### config.mk
export PLATFORM = sky130hd
export DESIGN_NAME = utf8_checked_line_framer
export DESIGN_NICKNAME = d
export VERILOG_FILES = /design/src/rtl/ulf_pkg.sv /design/src/rtl/ulf_ctrl.sv /design/src/rtl/ulf_dpath.sv /design/src/rtl/utf8_checked_line_framer.sv
export SDC_FILE = /design/constraint.sdc
export NUM_CORES = 1
export LEC_CHECK = 0
export ABC_AREA = 1
export BUFFER_PORTS_ARGS = -buffer_cell sky130_fd_sc_hd__buf_4
export CAP_MARGIN = 10
export CELL_PAD_IN_SITES_DETAIL_PLACEMENT = 0
export CELL_PAD_IN_SITES_GLOBAL_PLACEMENT = 2
export CORE_MARGIN = 8
export CORE_UTILIZATION = 30
export CTS_BUF_LIST = sky130_fd_sc_hd__clkbuf_8
export DETAILED_ROUTE_END_ITERATION = 16
export GPL_TIMING_DRIVEN = 0
export HOLD_SLACK_MARGIN = 0.12
export MAX_ROUTING_LAYER = met4
export PLACE_DENSITY = 0.72
export SLEW_MARGIN = 20
export SYNTH_ARGS = -nofsm -noshare
export SYNTH_HDL_FRONTEND = slang
export SYNTH_SLANG_ARGS = --single-unit
### constraint.sdc
create_clock -name clk_i -period 2.8 [get_ports clk_i]
set_input_delay 0.56 -clock clk_i [delete_from_list [all_inputs] [get_ports clk_i]]
set_output_delay 0.56 -clock clk_i [all_outputs]
set_load 0.01 [all_outputs]
### src/rtl/ulf_pkg.sv
// Shared types and constants of the UTF-8 checked line framer.
`timescale 1ns / 1ps
`default_nettype none

package ulf_pkg;

  localparam int unsigned MaxLineBytes = 64;
  localparam int unsigned StoreDepth   = 64;
  localparam int unsigned AddrW        = $clog2(StoreDepth);
  localparam int unsigned FillW        = $clog2(StoreDepth + 1);

  localparam logic [7:0] Newline        = 8'h0A;
  localparam logic [7:0] CarriageReturn = 8'h0D;

  localparam int unsigned InDataW  = 8;
  localparam int unsigned OutDataW = 80;

  typedef enum logic [1:0] {
    KindByte     = 2'd0,
    KindOversize = 2'd1,
    KindBadUtf8  = 2'd2
  } kind_e;

  typedef enum logic [2:0] {
    StIdle,
    StChkRd,
    StChkEv,
    StVerdict,
    StEmitRd,
    StEmitWr
  } state_e;

  // Commands from the controller to the datapath.
  typedef struct packed {
    logic store_wr;
    logic start_discard;
    logic end_discard;
    logic start_line;
    logic chk_step;
    logic ptr_clr;
    logic push_bad;
    logic emit_step;
  } ulf_cmd_t;

  // Status from the datapath to the controller.
  typedef struct packed {
    logic newline;
    logic discard;
    logic full;
    logic line_empty;
    logic ptr_last;
    logic utf_ok;
    logic out_free;
  } ulf_sts_t;

endpackage

`default_nettype wire

### src/rtl/ulf_ctrl.sv
// Controller state machine of the line framer.
`timescale 1ns / 1ps
`default_nettype none

module ulf_ctrl (
  input  wire logic             clk_i,
  input  wire logic             rst_ni,
  input  wire logic             in_valid_i,
  output logic                  in_ready_o,
  input  wire ulf_pkg::ulf_sts_t sts_i,
  output ulf_pkg::ulf_cmd_t     cmd_o
);
  import ulf_pkg::*;

  state_e state_q, state_d;
  logic   in_fire;

  assign in_ready_o = (state_q == StIdle) && sts_i.out_free;
  assign in_fire    = in_valid_i && in_ready_o;

  always_ff @(posedge clk_i or negedge rst_ni) begin
    if (!rst_ni) begin
      state_q <= StIdle;
    end else begin
      state_q <= state_d;
    end
  end

  always_comb begin
    state_d = state_q;
    cmd_o   = '0;
    unique case (state_q)
      StIdle: begin
        if (in_fire) begin
          if (sts_i.newline) begin
            if (sts_i.discard) begin
              cmd_o.end_discard = 1'b1;
            end else begin
              cmd_o.start_line = 1'b1;
              if (!sts_i.line_empty) begin
                state_d = StChkRd;
              end
            end
          end else if (!sts_i.discard) begin
            if (sts_i.full) begin
              cmd_o.start_discard = 1'b1;
            end else begin
              cmd_o.store_wr = 1'b1;
            end
          end
        end
      end
      StChkRd: begin
        state_d = StChkEv;
      end
      StChkEv: begin
        cmd_o.chk_step = 1'b1;
        state_d        = sts_i.ptr_last ? StVerdict : StChkRd;
      end
      StVerdict: begin
        if (sts_i.utf_ok) begin
          cmd_o.ptr_clr = 1'b1;
          state_d       = StEmitRd;
        end else if (sts_i.out_free) begin
          cmd_o.push_bad = 1'b1;
          state_d        = StIdle;
        end
      end
      StEmitRd: begin
        state_d = StEmitWr;
      end
      StEmitWr: begin
        if (sts_i.out_free) begin
          cmd_o.emit_step = 1'b1;
          state_d         = sts_i.ptr_last ? StIdle : StEmitRd;
        end
      end
      default: begin
        state_d = StIdle;
      end
    endcase
  end

endmodule

`default_nettype wire

### src/rtl/ulf_dpath.sv
// Datapath of the line framer: line store, UTF-8 checker, counters, output register.
`timescale 1ns / 1ps
`default_nettype none

module ulf_dpath (
  input  wire logic                   clk_i,
  input  wire logic                   rst_ni,
  input  wire logic [7:0]             rx_byte_i,
  input  wire ulf_pkg::ulf_cmd_t      cmd_i,
  output ulf_pkg::ulf_sts_t           sts_o,
  input  wire logic                   out_ready_i,
  output logic                        out_valid_o,
  output logic [1:0]                  event_kind_o,
  output logic [7:0]                  line_byte_o,
  output logic [5:0]                  byte_position_o,
  output logic                        run_last_o,
  output logic [31:0]                 oversize_total_o,
  output logic [31:0]                 bad_utf8_total_o
);
  import ulf_pkg::*;

  logic [7:0]       store_mem [StoreDepth];
  logic [7:0]       rdata_q;
  logic [FillW-1:0] fill_q, fill_d;
  logic             last_cr_q, last_cr_d;
  logic             discard_q, discard_d;
  logic [FillW-1:0] len_q, len_d;
  logic [FillW-1:0] line_len;
  logic [AddrW-1:0] ptr_q, ptr_d;
  logic [31:0]      oversize_q, oversize_d;
  logic [31:0]      bad_q, bad_d;
  logic [1:0]       need_q, need_d;
  logic [7:0]       lo_q, lo_d;
  logic [7:0]       hi_q, hi_d;
  logic             err_q, err_d;
  logic             out_valid_q, out_valid_d;
  kind_e            out_kind_q;
  logic [7:0]       out_byte_q;
  logic [5:0]       out_pos_q;
  logic             out_last_q;
  logic             out_free;
  logic             ptr_last;

  // Store write in the idle state and one registered read every cycle.
  always_ff @(posedge clk_i) begin
    if (cmd_i.store_wr) begin
      store_mem[fill_q[AddrW-1:0]] <= rx_byte_i;
    end
    rdata_q <= store_mem[ptr_q];
  end

  // A trailing carriage return is dropped from the length at the newline.
  assign line_len = fill_q - FillW'(last_cr_q && (fill_q != '0));
  assign ptr_last = ({1'b0, ptr_q} == (len_q - FillW'(1)));
  assign out_free = !out_valid_q || out_ready_i;

  always_comb begin
    fill_d    = fill_q;
    last_cr_d = last_cr_q;
    discard_d = discard_q;
    len_d     = len_q;
    ptr_d     = ptr_q;
    oversize_d = oversize_q;
    bad_d     = bad_q;
    need_d    = need_q;
    lo_d      = lo_q;
    hi_d      = hi_q;
    err_d     = err_q;
    if (cmd_i.store_wr) begin
      fill_d    = fill_q + FillW'(1);
      last_cr_d = (rx_byte_i == CarriageReturn);
    end
    if (cmd_i.start_discard) begin
      discard_d  = 1'b1;
      fill_d     = '0;
      oversize_d = oversize_q + 32'd1;
    end
    if (cmd_i.end_discard) begin
      discard_d = 1'b0;
      fill_d    = '0;
    end
    if (cmd_i.start_line) begin
      len_d  = line_len;
      fill_d = '0;
      ptr_d  = '0;
      need_d = 2'd0;
      err_d  = 1'b0;
      lo_d   = 8'h80;
      hi_d   = 8'hBF;
    end
    if (cmd_i.ptr_clr) begin
      ptr_d = '0;
    end
    if (cmd_i.push_bad) begin
      bad_d = bad_q + 32'd1;
    end
    if (cmd_i.emit_step) begin
      ptr_d = ptr_q + AddrW'(1);
    end
    if (cmd_i.chk_step) begin
      ptr_d = ptr_q + AddrW'(1);
      if (need_q == 2'd0) begin
        lo_d = 8'h80;
        hi_d = 8'hBF;
        unique case (rdata_q) inside
          [8'h00:8'h7F]: need_d = 2'd0;
          [8'hC2:8'hDF]: need_d = 2'd1;
          8'hE0: begin
            need_d = 2'd2;
            lo_d   = 8'hA0;
          end
          8'hED: begin
            need_d = 2'd2;
            hi_d   = 8'h9F;
          end
          [8'hE1:8'hEC], 8'hEE, 8'hEF: need_d = 2'd2;
          8'hF0: begin
            need_d = 2'd3;
            lo_d   = 8'h90;
          end
          [8'hF1:8'hF3]: need_d = 2'd3;
          8'hF4: begin
            need_d = 2'd3;
            hi_d   = 8'h8F;
          end
          default: err_d = 1'b1;
        endcase
      end else begin
        // The first continuation byte carries the overlong, surrogate and range limits.
        if ((rdata_q < lo_q) || (rdata_q > hi_q)) begin
          err_d = 1'b1;
        end
        need_d = need_q - 2'd1;
        lo_d   = 8'h80;
        hi_d   = 8'hBF;
      end
    end
  end

  always_ff @(posedge clk_i or negedge rst_ni) begin
    if (!rst_ni) begin
      fill_q     <= '0;
      last_cr_q  <= 1'b0;
      discard_q  <= 1'b0;
      len_q      <= '0;
      ptr_q      <= '0;
      oversize_q <= '0;
      bad_q      <= '0;
      need_q     <= 2'd0;
      lo_q       <= 8'h80;
      hi_q       <= 8'hBF;
      err_q      <= 1'b0;
    end else begin
      fill_q     <= fill_d;
      last_cr_q  <= last_cr_d;
      discard_q  <= discard_d;
      len_q      <= len_d;
      ptr_q      <= ptr_d;
      oversize_q <= oversize_d;
      bad_q      <= bad_d;
      need_q     <= need_d;
      lo_q       <= lo_d;
      hi_q       <= hi_d;
      err_q      <= err_d;
    end
  end

  // Output register: one beat held until the receiver takes it.
  always_comb begin
    out_valid_d = out_valid_q;
    if (cmd_i.start_discard || cmd_i.push_bad || cmd_i.emit_step) begin
      out_valid_d = 1'b1;
    end else if (out_ready_i) begin
      out_valid_d = 1'b0;
    end
  end

  always_ff @(posedge clk_i or negedge rst_ni) begin
    if (!rst_ni) begin
      out_valid_q <= 1'b0;
    end else begin
      out_valid_q <= out_valid_d;
    end
  end

  always_ff @(posedge clk_i) begin
    if (cmd_i.start_discard) begin
      out_kind_q <= KindOversize;
      out_byte_q <= 8'h00;
      out_pos_q  <= 6'd0;
      out_last_q <= 1'b1;
    end else if (cmd_i.push_bad) begin
      out_kind_q <= KindBadUtf8;
      out_byte_q <= 8'h00;
      out_pos_q  <= 6'd0;
      out_last_q <= 1'b1;
    end else if (cmd_i.emit_step) begin
      out_kind_q <= KindByte;
      out_byte_q <= rdata_q;
      out_pos_q  <= 6'(ptr_q);
      out_last_q <= ptr_last;
    end
  end

  // The counters only move together with a new beat, which needs a free
  // output slot, so a held beat always sees the totals of its own step.
  assign out_valid_o      = out_valid_q;
  assign event_kind_o     = out_kind_q;
  assign line_byte_o      = out_byte_q;
  assign byte_position_o  = out_pos_q;
  assign run_last_o       = out_last_q;
  assign oversize_total_o = oversize_q;
  assign bad_utf8_total_o = bad_q;

  assign sts_o.newline    = (rx_byte_i == Newline);
  assign sts_o.discard    = discard_q;
  assign sts_o.full       = (fill_q >= FillW'(MaxLineBytes));
  assign sts_o.line_empty = (line_len == '0);
  assign sts_o.ptr_last   = ptr_last;
  assign sts_o.utf_ok     = !err_q && (need_q == 2'd0);
  assign sts_o.out_free   = out_free;

  a_store_not_full: assert property (@(posedge clk_i) disable iff (!rst_ni)
    cmd_i.store_wr |-> (fill_q < FillW'(MaxLineBytes)))
    else $error("store written while full");

  a_push_needs_slot: assert property (@(posedge clk_i) disable iff (!rst_ni)
    (cmd_i.start_discard || cmd_i.push_bad || cmd_i.emit_step) |-> out_free)
    else $error("beat pushed over an unsent beat");

  a_walk_in_line: assert property (@(posedge clk_i) disable iff (!rst_ni)
    (cmd_i.chk_step || cmd_i.emit_step) |-> ({1'b0, ptr_q} < len_q))
    else $error("store walk beyond line length");

  a_oversize_count: assert property (@(posedge clk_i) disable iff (!rst_ni)
    cmd_i.start_discard |=> (oversize_q == $past(oversize_q) + 32'd1) && discard_q)
    else $error("oversize drop not counted");

endmodule

`default_nettype wire

### src/rtl/utf8_checked_line_framer.sv
// Top level of the UTF-8 checked line framer.
//
// Input stream: one received byte per beat on s_axis_tdata_i. Bytes are
// collected until a newline; one trailing carriage return is removed and
// empty lines yield nothing. Output stream: a valid line goes out one byte
// per beat with tlast on its final byte; tuser gives the event kind (line
// byte, line dropped as oversize, line dropped as invalid UTF-8). A drop is
// a single beat with tlast set. tdata also carries the two wrapping totals.
// A newline that closes a line holds off the input while the line store,
// which has one read port, is walked through the UTF-8 checker and, for a
// valid line, once more for emission, each byte taking a read state and a
// use state. The oversize beat leaves in the cycle after the byte that
// caused it. All results sit in one output
// register; while the receiver stalls, emission waits and the input is held
// off for as long as an unsent beat waits in that register. Reset clears the
// counters, the fill count and the drop state; the line store needs no clearing.
`timescale 1ns / 1ps
`default_nettype none

module utf8_checked_line_framer (
  input  wire logic                          clk_i,
  input  wire logic                          rst_ni,
  input  wire logic                          s_axis_tvalid_i,
  output logic                               s_axis_tready_o,
  input  wire logic [ulf_pkg::InDataW-1:0]   s_axis_tdata_i,  // [7:0] rx_byte
  output logic                               m_axis_tvalid_o,
  input  wire logic                          m_axis_tready_i,
  // [7:0] line_byte, [13:8] byte_position, [45:14] oversize_total,
  // [77:46] bad_utf8_total, [79:78] zero
  output logic [ulf_pkg::OutDataW-1:0]       m_axis_tdata_o,
  output logic                               m_axis_tlast_o,  // run_last
  output logic [1:0]                         m_axis_tuser_o   // [1:0] event_kind
);
  import ulf_pkg::*;

  ulf_cmd_t    cmd;
  ulf_sts_t    sts;
  logic [7:0]  line_byte;
  logic [5:0]  byte_position;
  logic [31:0] oversize_total;
  logic [31:0] bad_utf8_total;

  ulf_ctrl u_ctrl (
    .clk_i      (clk_i),
    .rst_ni     (rst_ni),
    .in_valid_i (s_axis_tvalid_i),
    .in_ready_o (s_axis_tready_o),
    .sts_i      (sts),
    .cmd_o      (cmd)
  );

  ulf_dpath u_dpath (
    .clk_i            (clk_i),
    .rst_ni           (rst_ni),
    .rx_byte_i        (s_axis_tdata_i),
    .cmd_i            (cmd),
    .sts_o            (sts),
    .out_ready_i      (m_axis_tready_i),
    .out_valid_o      (m_axis_tvalid_o),
    .event_kind_o     (m_axis_tuser_o),
    .line_byte_o      (line_byte),
    .byte_position_o  (byte_position),
    .run_last_o       (m_axis_tlast_o),
    .oversize_total_o (oversize_total),
    .bad_utf8_total_o (bad_utf8_total)
  );

  assign m_axis_tdata_o = {2'b00, bad_utf8_total, oversize_total, byte_position, line_byte};

endmodule

`default_nettype wire

==> results of run 1 <==
per-layer routing:
metal / vias to the layer above / wire length, µm / global-route usage, %
li1: 9322 / - / -
met1: 10287 / 41900 / 25.6
met2: 923 / 47300 / 31.1
met3: 182 / 8440 / 3.80
met4: 0 / 3550 / 7.07
met5: - / 0 / -
cell type report:
| cell class | instances | area, µm² | area share, % |
|---|---|---|---|
| Antenna cell | 1 | 2.50 | 0.00772 |
| Tap cell | 1176 | 1470 | 4.54 |
| Sequential cell | 634 | 18300 | 56.5 |
| Multi-Input combinational cell | 1679 | 8400 | 25.9 |
| Buffer | 121 | 613 | 1.89 |
| Clock inverter | 85 | 514 | 1.59 |
| Inverter | 114 | 433 | 1.34 |
| Clock buffer | 111 | 1530 | 4.71 |
| Timing Repair Buffer | 120 | 1160 | 3.57 |
critical path, delay by kind of cell, from the launching register on:
family	cells	cell delay [ps]
AND/OR/NAND/NOR	4	670
buffers and inverters	3	1170
AO/OA/AOI/OAI	2	570
flip-flops	1	360
registers in the layout, summed over array words and instances (netlist names):
register,count
u_dpath.run_last_o,1
u_dpath.lo_q,2
u_dpath.fill_q,7
u_dpath.oversize_total_o,32
u_dpath.len_q,7
u_ctrl.state_q,3
u_dpath.discard_q,1
u_dpath.byte_position_o,6
u_dpath.event_kind_o,2
u_dpath.line_byte_o,8
u_dpath.last_cr_q,1
u_dpath.err_q,1
u_dpath.ptr_q,6
u_dpath.out_valid_o,1
u_dpath.bad_utf8_total_o,32
u_dpath.need_q,2
u_dpath.rdata_q,8
u_dpath.store_mem,512
u_dpath.hi_q,2
through the flow:
stage / instances / worst slack, ps / setup TNS, ps / util, %
2_1_floorplan: 2551 / 527 / 0 / -
3_3_place_gp: 3821 / -919 / -393390 / 32.7
3_5_place_dp: 3821 / -996 / -426530 / 32.7
4_1_cts: 4017 / -292 / -23070 / 35.2
5_1_grt: 4041 / -195 / -38580 / 36.0
6_report: 4041 / -68.7 / -1430 / 36.0
power by group:
group / internal, µW / total (µW) / switching, µW
logic: 14.0 / 192 / 178
registers: 10200 / 10200 / 0.0000000000000349
clock network: 4080 / 8060 / 3970
cell families (layout without fill, tap and decap cells):
family          Yosys count  count (layout)
xor+xnor                 65              65
fa+ha+maj                12              12
simple gates           1165            1165
buf+inv                 238             551
compound gates          435             435
flops                   634             634
other cells               1               3
synth_stat cells (11+ instances only):
master / number / share of area, %
o22ai_1: 23 / 0.53
xor2_1: 38 / 1.2
ha_1: 12 / 0.55
clkbuf_1: 57 / 0.78
edfxtp_1: 512 / 56
nand2_1: 474 / 6.5
o21ai_0: 277 / 5.1
nand3_1: 140 / 2.6
nor2_1: 460 / 6.3
o211ai_1: 66 / 1.8
buf_2: 47 / 0.86
a21oi_1: 46 / 0.84
buf_4: 11 / 0.30
nand4_1: 14 / 0.32
dfxtp_1: 25 / 1.8
nor3_1: 38 / 0.70
dfrtp_1: 95 / 8.7
xnor2_1: 26 / 0.83
inv_1: 105 / 1.4
worst min-delay path by stage:
stage                                                end  slack, ps  depth (start not counted)
floorplan                  u_ctrl.state_q[0]$_DFFE_PN0P_        260                          0
global placement    u_dpath.event_kind_o[0]$_SDFFE_PP1P_        440                          2
detailed placement  u_dpath.event_kind_o[0]$_SDFFE_PP1P_        460                          2
CTS                      u_dpath.out_valid_o$_DFFE_PN0P_        180                          4
global route             u_dpath.out_valid_o$_DFFE_PN0P_        240                          4
finish                   u_dpath.out_valid_o$_DFFE_PN0P_        210                          4
cells in the final DEF (no fill, tap or decap), drive strengths merged, types with 17 or more instances in the layout:
cell type	Yosys	routed
clkinv	2	50
o22ai	23	23
nor2	467	467
xnor2	27	27
buf	67	181
a21oi	46	46
dfrtp	95	95
nor3	41	41
xor2	38	38
dfxtp	25	25
o21ai	286	286
nand2	482	482
o211ai	66	66
clkbuf	57	167
nand4	17	17
edfxtp	512	512
nand3	146	146
inv	112	144
timing repair:
| item | CTS | global route |
|---|---|---|
| endpoints found under the hold margin | 95 | 0 |
| buffers inserted | 0 | 25 |
| hold buffers | 1 | 0 |
| resized for setup | 70 | 79 |
| endpoints found under the setup margin | 518 | 488 |
| pin swaps | 0 | 21 |
==> results by group, run 1 <==
Run status
  – Status: finished with violations
  – Violated checks: setup timing

Worst setup path
  – Critical Path Start Type: flop
  – Critical Path Sink: u_dpath.rdata_q[5]$_DFF_P_
  – CP Class: reg -> reg
  – Largest stage delay, worst path: 780 ps
  – Worst path arrival time: around 3500 ps
  – R2r startpoint: u_dpath.ptr_q[0]$_DFFE_PN0P_
  – R2R setup slack: -70 ps
  – CP max FO: 10
  – Cell chain of the critical path: buf_4 > buf_6 > clkdlybuf4s15_1 > o21ai_0 > o211ai_1 > nand3_1 > nand2_1 > nand3_1 > nand2_1
  – CP Capture Type: flop
  – CP Launch Point: u_dpath.ptr_q[0]$_DFFE_PN0P_
  – Slowest-stage cell, CP: clkdlybuf4s15_1
  – Reg2reg path depth: 9
  – Worst Path Required: 3430 ps
  – R2r endpoint: u_dpath.rdata_q[5]$_DFF_P_

Synthesis
  – Post-Syn Area per Cell: ~11 µm²
  – Synthesized instance count: 2,550
  – Ys flop type: edfxtp_1
  – Synth cell types: 52
  – Seq cells post-synth: 634
  – Simple-gate share of the synthesized area: 17.8%
  – Largest family of logic cells by synthesized area: simple AND/OR/NAND/NOR gates
  – Mux share of post-synthesis cell area: 0%
  – Compound-Gate Fraction of Synth Area: roughly 9%
  – Synth async-reset ratio: 15.3%
  – Mapped Area: between 20,000 and 30,000 µm²
  – Register area share after synthesis: 67.0%
  – Xor-xnor portion of the synthesized cell area: 2.11%
  – Post-synth EDFFs: 512
  – Ys Warns: 0
  – Area share of fa/ha/maj cells after synthesis: 0.550%

Floorplan
  – Die width: 318 µm
  – Starting Density: 30.3%
  – Die area: 101,000 µm²
  – Standard-cell rows: 110
  – Die H: 318 µm
  – Core Box Area: 90,100 µm²
  – I/O pin cnt: 97

Placement
  – Placed Area: 29,500 µm²
  – DPL Wire Length: 67,400 µm
  – IO buf count: 94
  – Final GP Congestion: 0.935

Global routing
  – Largest net degree at the start of global routing: 98
  – First-pass GRT wire length: 143,000 µm
  – GRT Overall Usage: 19.8%
  – GRT overflow: 0
  – Vias in the first global route: 19,755
  – Initial antenna violation count: 5

Flow run
  – Max_cap viols: 0

Timing
  – Max Slew Vio Count: 0
  – Slack of the critical path: -68.7 ps
  – Final hold violation count: 0
  – Final min period: 2870 ps
  – WHS: 210 ps
  – Tcrit/Tclk final: 102%
  – Setup Skew: 73.9 ps
  – Setup Viol. Count Final: 71
  – Fmax: 349 MHz
  – RSZ-0062 raised after global routing: true
  – Slew margin rel.: 28.9%
  – Worst-margin pin slew: approximately 1100 ps

Clocking
  – CTS tree: done
  – Num Clock Sinks: roughly 630
  – Clk slew on worst S/H paths: 60 ps
  – Number of CTS-inserted buffers: 104
  – Worst skew pair latency: 780 ps
  – Root buf cell: clkbuf_8
  – Clock buffer depth: 3
  – H-Tree Depth: 3

Layout
  – # fillers: 8,827
  – Design Area, Final: 32,400 µm²
  – Area growth from synthesis to layout: 18.8%
  – Share of cells above drive strength 1: 15.3%
  – Nets: 2,798

Drt
  – Routed vias/inst: 5.13
  – DR WL/cell: approximately 25 µm
  – Vias: around 21,000
  – First-iteration detailed-routing DRC count: around 2,300
  – Initial DRT Pass Iterations: 5
  – DRT antenna net count: 0
  – Residual DRC: 0
  – WL final: 101,000 µm

Power
  – Maximum VDD drop: 0.372 mV
  – PwrDens: around 570 nW/µm²
  – Leakage: 0.0116 µW
  – Power Total: 18,400 µW

Worst hold path
  – Hold Startpoint: m_axis_tready_i
  – Hold Path Class: in -> reg
(Power assumes the default switching activity.)
==> inputs of run 2 (changes only) <==
PLACE_DENSITY = 0.74   (was 0.72)
clock period = 2.6 ns   (was 2.8 ns; I/O delays follow)
==> results by group, run 2 (synthesis results as in run 1) <==
Timing
  – Worst-margin pin slew: 1150 ps
  – Fmax: 377 MHz
  – Tcrit/Tclk final: 102%
  – Final min period: 2650 ps
  – Max Slew Vio Count: 0
  – Slack of the critical path: -49.6 ps
  – RSZ-0062 raised after global routing: true
  – Final hold violation count: 0
  – Setup Viol. Count Final: 3
  – Slew margin rel.: about a quarter
  – Setup Skew: 62.6 ps

Power
  – Leakage: approximately 0.012 µW
  – Maximum VDD drop: 0.355 mV
  – Power Total: 19,600 µW
  – PwrDens: just under 600 nW/µm²

Clocking
  – H-Tree Depth: 3
  – Number of CTS-inserted buffers: 104
  – CTS tree: done
  – Root buf cell: clkbuf_8
  – Clock buffer depth: 3
  – Num Clock Sinks: between 600 and 700
  – Clk slew on worst S/H paths: 60 ps
  – Worst skew pair latency: 780 ps

Global routing
  – Vias in the first global route: roughly 20,000
  – Met2 Usage GRT: around 31%
  – Grt met3 use: about 2.8%
  – Met1 GRT Util: 26.0%
  – GRT Overall Usage: 19.7%
  – First-pass GRT wire length: around 140,000 µm
  – Initial antenna violation count: 3
  – GRT overflow: 0
  – Largest net degree at the start of global routing: 98
  – Grt peak-use layer: met2

Run status
  – Violated checks: setup timing
  – Status: finished with violations

Drt
  – Vias: 21,062
  – DRT antenna net count: 0
  – DR WL/cell: roughly 25 µm
  – Initial DRT Pass Iterations: 6
  – Residual DRC: 0
  – WL final: 101,000 µm
  – Routed vias/inst: slightly above 5
  – First-iteration detailed-routing DRC count: 2,484

Layout
  – Max reg flops: 512
  – Nets: 2,850
  – Design Area, Final: 33,300 µm²
  – Most common cell after layout, fill and taps aside: edfxtp_1
  – Most frequent cells in the layout: 512 x edfxtp_1, 472 x nand2_1, 394 x nor2_1, 274 x o21ai_0
  – Area growth from synthesis to layout: 21.9%
  – Share of cells above drive strength 1: between 10% and 20%

Floorplan
  – Standard-cell rows: 110
  – Core Box Area: 90,100 µm²
  – I/O pin cnt: 97
  – Die width: 318 µm
  – Die H: 318 µm
  – Starting Density: between 30 and 40%
  – Die area: around 100,000 µm²

Placement
  – Placed Area: 29,500 µm²
  – DPL Wire Length: 66,600 µm
  – IO buf count: 94
  – Final GP Congestion: roughly 0.94

Flow run
  – Max_cap viols: 0

Worst setup path
  – Critical Path Start Type: flop
  – CP Capture Type: flop
  – R2R setup slack: -50 ps
  – CP max FO: 10
  – Worst Path Required: 3260 ps
  – Worst path arrival time: 3310 ps
  – Cell chain of the critical path: buf_4 > buf_6 > buf_4 > buf_4 > o21ai_0 > o211ai_1 > nand3_1 > nand2_1 > nand3_1 > nand2_1
  – Most frequent CP cell: buf_4
  – Slowest-stage cell, CP: dfrtp_1
  – Largest stage delay, worst path: 360 ps
  – CP Class: reg -> reg

Worst hold path
  – Hold Path Class: in -> reg
-- run 2: cell types whose count changed in the layout (fill, tap and decap cells not counted), moves of 6 or more --
cell      previous run  this run
buf_12              20        49
nor2_4              52        67
nor2_2              18         5
buf_2               42        36
clkinv_2            22        14
clkbuf_2            13        21
buf_4              110       132
clkbuf_1            40        32
-- run 2: cell type report --
cell class	instances	area, µm²
repair buffers	169	1890
inverters	114	438
clock buffers	108	1490
diodes	2	5.00
multi-input cells	1679	8540
flip-flops and latches	634	18300
fillers	8835	56900
clock inverters	84	470
plain buffers	124	674
well taps	1176	1470
-- run 2: critical path: cells and delay by family, from the launching register on --
kind,cells,cell delay [ps]
compound gates,2,490
buf+inv,4,940
flops,1,360
simple gates,4,730
-- run 2: what timing repair did --
action | 4_1_cts | 5_1_grt
hold buffers | 1 | 0
endpoints found under the hold margin | 95 | 0
resized for setup | 133 | 74
buffers inserted | 39 | 35
pin swaps | 17 | 26
setup endpoints to repair | 520 | 506
-- run 2: per-stage QoR --
stage          std cells  setup WS, ps  util, %  TNS, ps  hold WS (ps)
3_5_place_dp        3821         -1100     32.7  -502590           454
4_1_cts             4053          -264     35.9   -72840           130
6_report            4090         -49.6     36.9     -129           177
5_1_grt             4089         -49.2     36.9     -376           177
3_3_place_gp        3821         -1070     32.7  -480440           437
2_1_floorplan       2551           367        -        0           224
-- run 2: final timing paths --
path,startpoint,depth (start not counted),to
hold reg to reg,u_dpath.event_kind_o[0]$_SDFFE_PP1P_,2,u_dpath.event_kind_o[0]$_SDFFE_PP1P_
setup / recovery,u_dpath.ptr_q[0]$_DFFE_PN0P_,10,u_dpath.rdata_q[4]$_DFF_P_
hold / removal,m_axis_tready_i,4,u_dpath.out_valid_o$_DFFE_PN0P_
setup reg to reg,u_dpath.ptr_q[0]$_DFFE_PN0P_,10,u_dpath.rdata_q[4]$_DFF_P_
max in group asynchronous,rst_ni,2,u_dpath.fill_q[0]$_DFFE_PN0P_
min in group asynchronous,rst_ni,2,u_dpath.bad_utf8_total_o[16]$_DFFE_PN0P_
-- run 2: routing by layer --
layer | vias to the layer above | share of wire [%]
met3 | 203 | 8.0
met5 | - | 0
met1 | 10427 | 42
met2 | 1004 | 47
li1 | 9428 | -
met4 | 0 | 3.2
-- run 2: power breakdown --
group	switching [µW]	internal [µW]	leakage, µW
sequential	0.0000000000000327	11000	0.00603
combinational	191	15.1	0.00483
clock	4280	4190	0.00113
total	4470	15200	0.0120
==> inputs of run 3 (changes only) <==
REMOVE_ABC_BUFFERS = 1   (was default)
==> results by group, run 3 (synthesis results as in run 1) <==
Worst setup path
  – Worst Path Required: 3210 ps
  – Slowest-stage cell, CP: dfrtp_4
  – Cell chain of the critical path: buf_12 > inv_12 > nand3_1 > nand3_1 > nand2_1 > a21oi_1 > a21oi_1 > nand2_1 > nand2_1
  – Critical Path Start Type: flop
  – CP max FO: 60
  – CP Class: reg -> reg
  – Largest stage delay, worst path: around 630 ps
  – Worst path arrival time: 3070 ps
  – Most frequent CP cell: nand2_1
  – CP Capture Type: flop

Clocking
  – Clock buffer depth: 3
  – Num Clock Sinks: 634
  – Number of CTS-inserted buffers: 102
  – H-Tree Depth: 3
  – Clk slew on worst S/H paths: about 60 ps
  – Root buf cell: clkbuf_8
  – Worst skew pair latency: 730 ps
  – CTS tree: done

Power
  – Sw Ratio: 21.8%
  – Cell internal pwr: 15,200 µW
  – Maximum VDD drop: roughly 0.35 mV
  – Clock Power Share: 42.5%
  – Leakage: approximately 0.011 µW
  – Sequential share of power: 56.5%
  – Combinational Power Share: approximately 1.0%
  – PwrDens: 603 nW/µm²
  – Psw: roughly 4200 µW
  – Power Total: 19,400 µW

Timing
  – Max Slew Vio Count: 0
  – RSZ-0062 raised after global routing: false
  – Tcrit/Tclk final: between 90 and 100%
  – Slack of the critical path: 141 ps
  – Worst-margin pin slew: 1140 ps
  – Fmax: 407 MHz
  – WHS: approximately 210 ps
  – Final setup TNS: 0 ps
  – Setup Skew: 36.0 ps
  – Slew margin rel.: 23.7%
  – Final hold violation count: 0
  – Setup Viol. Count Final: 0
  – Final min period: between 2000 and 2500 ps

Layout
  – Most common cell after layout, fill and taps aside: edfxtp_1
  – Nets: ~2,700
  – # fillers: 8,798
  – Footprint of the multi-input gates: 8570 µm²
  – Area growth from synthesis to layout: 18.1%
  – Max reg flops: 512
  – Most frequent cells in the layout: 512 x edfxtp_1, 473 x nand2_1, 393 x nor2_1, 277 x o21ai_0, 140 x nand3_1
  – Share of cells above drive strength 1: between 10% and 20%
  – Combined flip-flop and latch cell area: 18,300 µm²
  – Post-route insts no fill: roughly 3,900

Global routing
  – GRT Overall Usage: between 10% and 20%
  – Vias in the first global route: 18,832
  – Initial antenna violation count: 1
  – Largest net degree at the start of global routing: approximately 100
  – First-pass GRT wire length: 119,000 µm
  – GRT overflow: 0

Drt
  – DRT antenna net count: 0
  – WL final: 78,500 µm
  – Vias: 19,118
  – Residual DRC: 0
  – DR WL/cell: 20.0 µm
  – Met3 Wirelength: 3680 µm
  – Top Metal Used: met4
  – Initial DRT Pass Iterations: 5
  – Routed vias/inst: 4.87
  – WL met2: 38,100 µm
  – Wl on met1: 34,700 µm
  – First-iteration detailed-routing DRC count: 1,469

Worst hold path
  – Hold Path Class: in -> reg

Floorplan
  – I/O pin cnt: 97
  – Die H: 318 µm
  – Die width: about 320 µm
  – Core Box Area: 90,100 µm²
  – Standard-cell rows: 110
  – Die area: approximately 100,000 µm²
  – Starting Density: 30.3%

Flow run
  – Max_cap viols: 0

Placement
  – IO buf count: 94
  – Worst slack, placed: -1120 ps
  – Final GP Congestion: 0.839
  – Placed instance count: 3,710
  – DPL Wire Length: 45,700 µm

Run status
  – Status: completed
[run 3: cell count changes in the layout (fill, tap and decap cells not counted), sizes merged]
cell and change:
clkdlybuf4s15 -2, buf -97, bufbuf +2, inv +4
clkbuf -60, clkinvlp -1, clkinv -13
[run 3: routing by layer]
layer / GRT usage [%] / vias to the layer above
met5: - / -
met4: 4.77 / 0
met3: 2.11 / 133
met2: 25.5 / 495
met1: 19.9 / 9391
li1: - / 9099
[run 3: final cells by class]
class | count | area share (%)
Sequential cell | 634 | 56.8
Multi-Input combinational cell | 1679 | 26.6
Clock buffer | 109 | 4.65
Tap cell | 1176 | 4.56
Timing Repair Buffer | 135 | 4.48
Inverter | 114 | 1.48
Clock inverter | 71 | 1.33
Timing Repair inverter | 3 | 0.0737
Antenna cell | 2 | 0.0155
[run 3: stage by stage]
step / utilization (%) / instance area, µm²
2_1_floorplan: - / 26700
3_3_place_gp: 32.1 / 28900
3_5_place_dp: 32.5 / 29300
4_1_cts: 35.7 / 32200
5_1_grt: 35.8 / 32200
6_report: 35.8 / 32200
[run 3: worst paths after layout]
path	slack (ps)	start	cells after the start	to
max	140	u_dpath.ptr_q[1]$_DFFE_PN0P_	9	u_dpath.rdata_q[3]$_DFF_P_
min	210	m_axis_tready_i	4	u_dpath.out_valid_o$_DFFE_PN0P_
max reg2reg	140	u_dpath.ptr_q[1]$_DFFE_PN0P_	9	u_dpath.rdata_q[3]$_DFF_P_
min reg2reg	460	u_dpath.event_kind_o[0]$_SDFFE_PP1P_	2	u_dpath.event_kind_o[0]$_SDFFE_PP1P_
max in group asynchronous	1300	rst_ni	2	u_dpath.ptr_q[1]$_DFFE_PN0P_
min in group asynchronous	420	rst_ni	2	u_dpath.bad_utf8_total_o[6]$_DFFE_PN0P_
[run 3: power groups by stage]
stage                     registers, µW  clock network [µW]  logic [µW]
final                             11000                8270         193
after global routing              11000                8930         215
after CTS                         11000                8500         199
after detailed placement          11200                   0         198
after global placement            11200                   0         189
after floorplan                   11200                   0        4.84
[run 3: timing repair]
action,in CTS,in global routing
pin swaps,8,2
hold buffers,1,0
endpoints found under the setup margin,524,424
endpoints found under the hold margin,95,0
resized for setup,145,20
gates cloned,4,1
buffers inserted,22,3
[run 3: critical path: cells and delay by family, from the launching register on]
kind	cells	cell delay, ps
simple gates	5	470
flops	1	630
buf+inv	2	520
compound gates	2	610
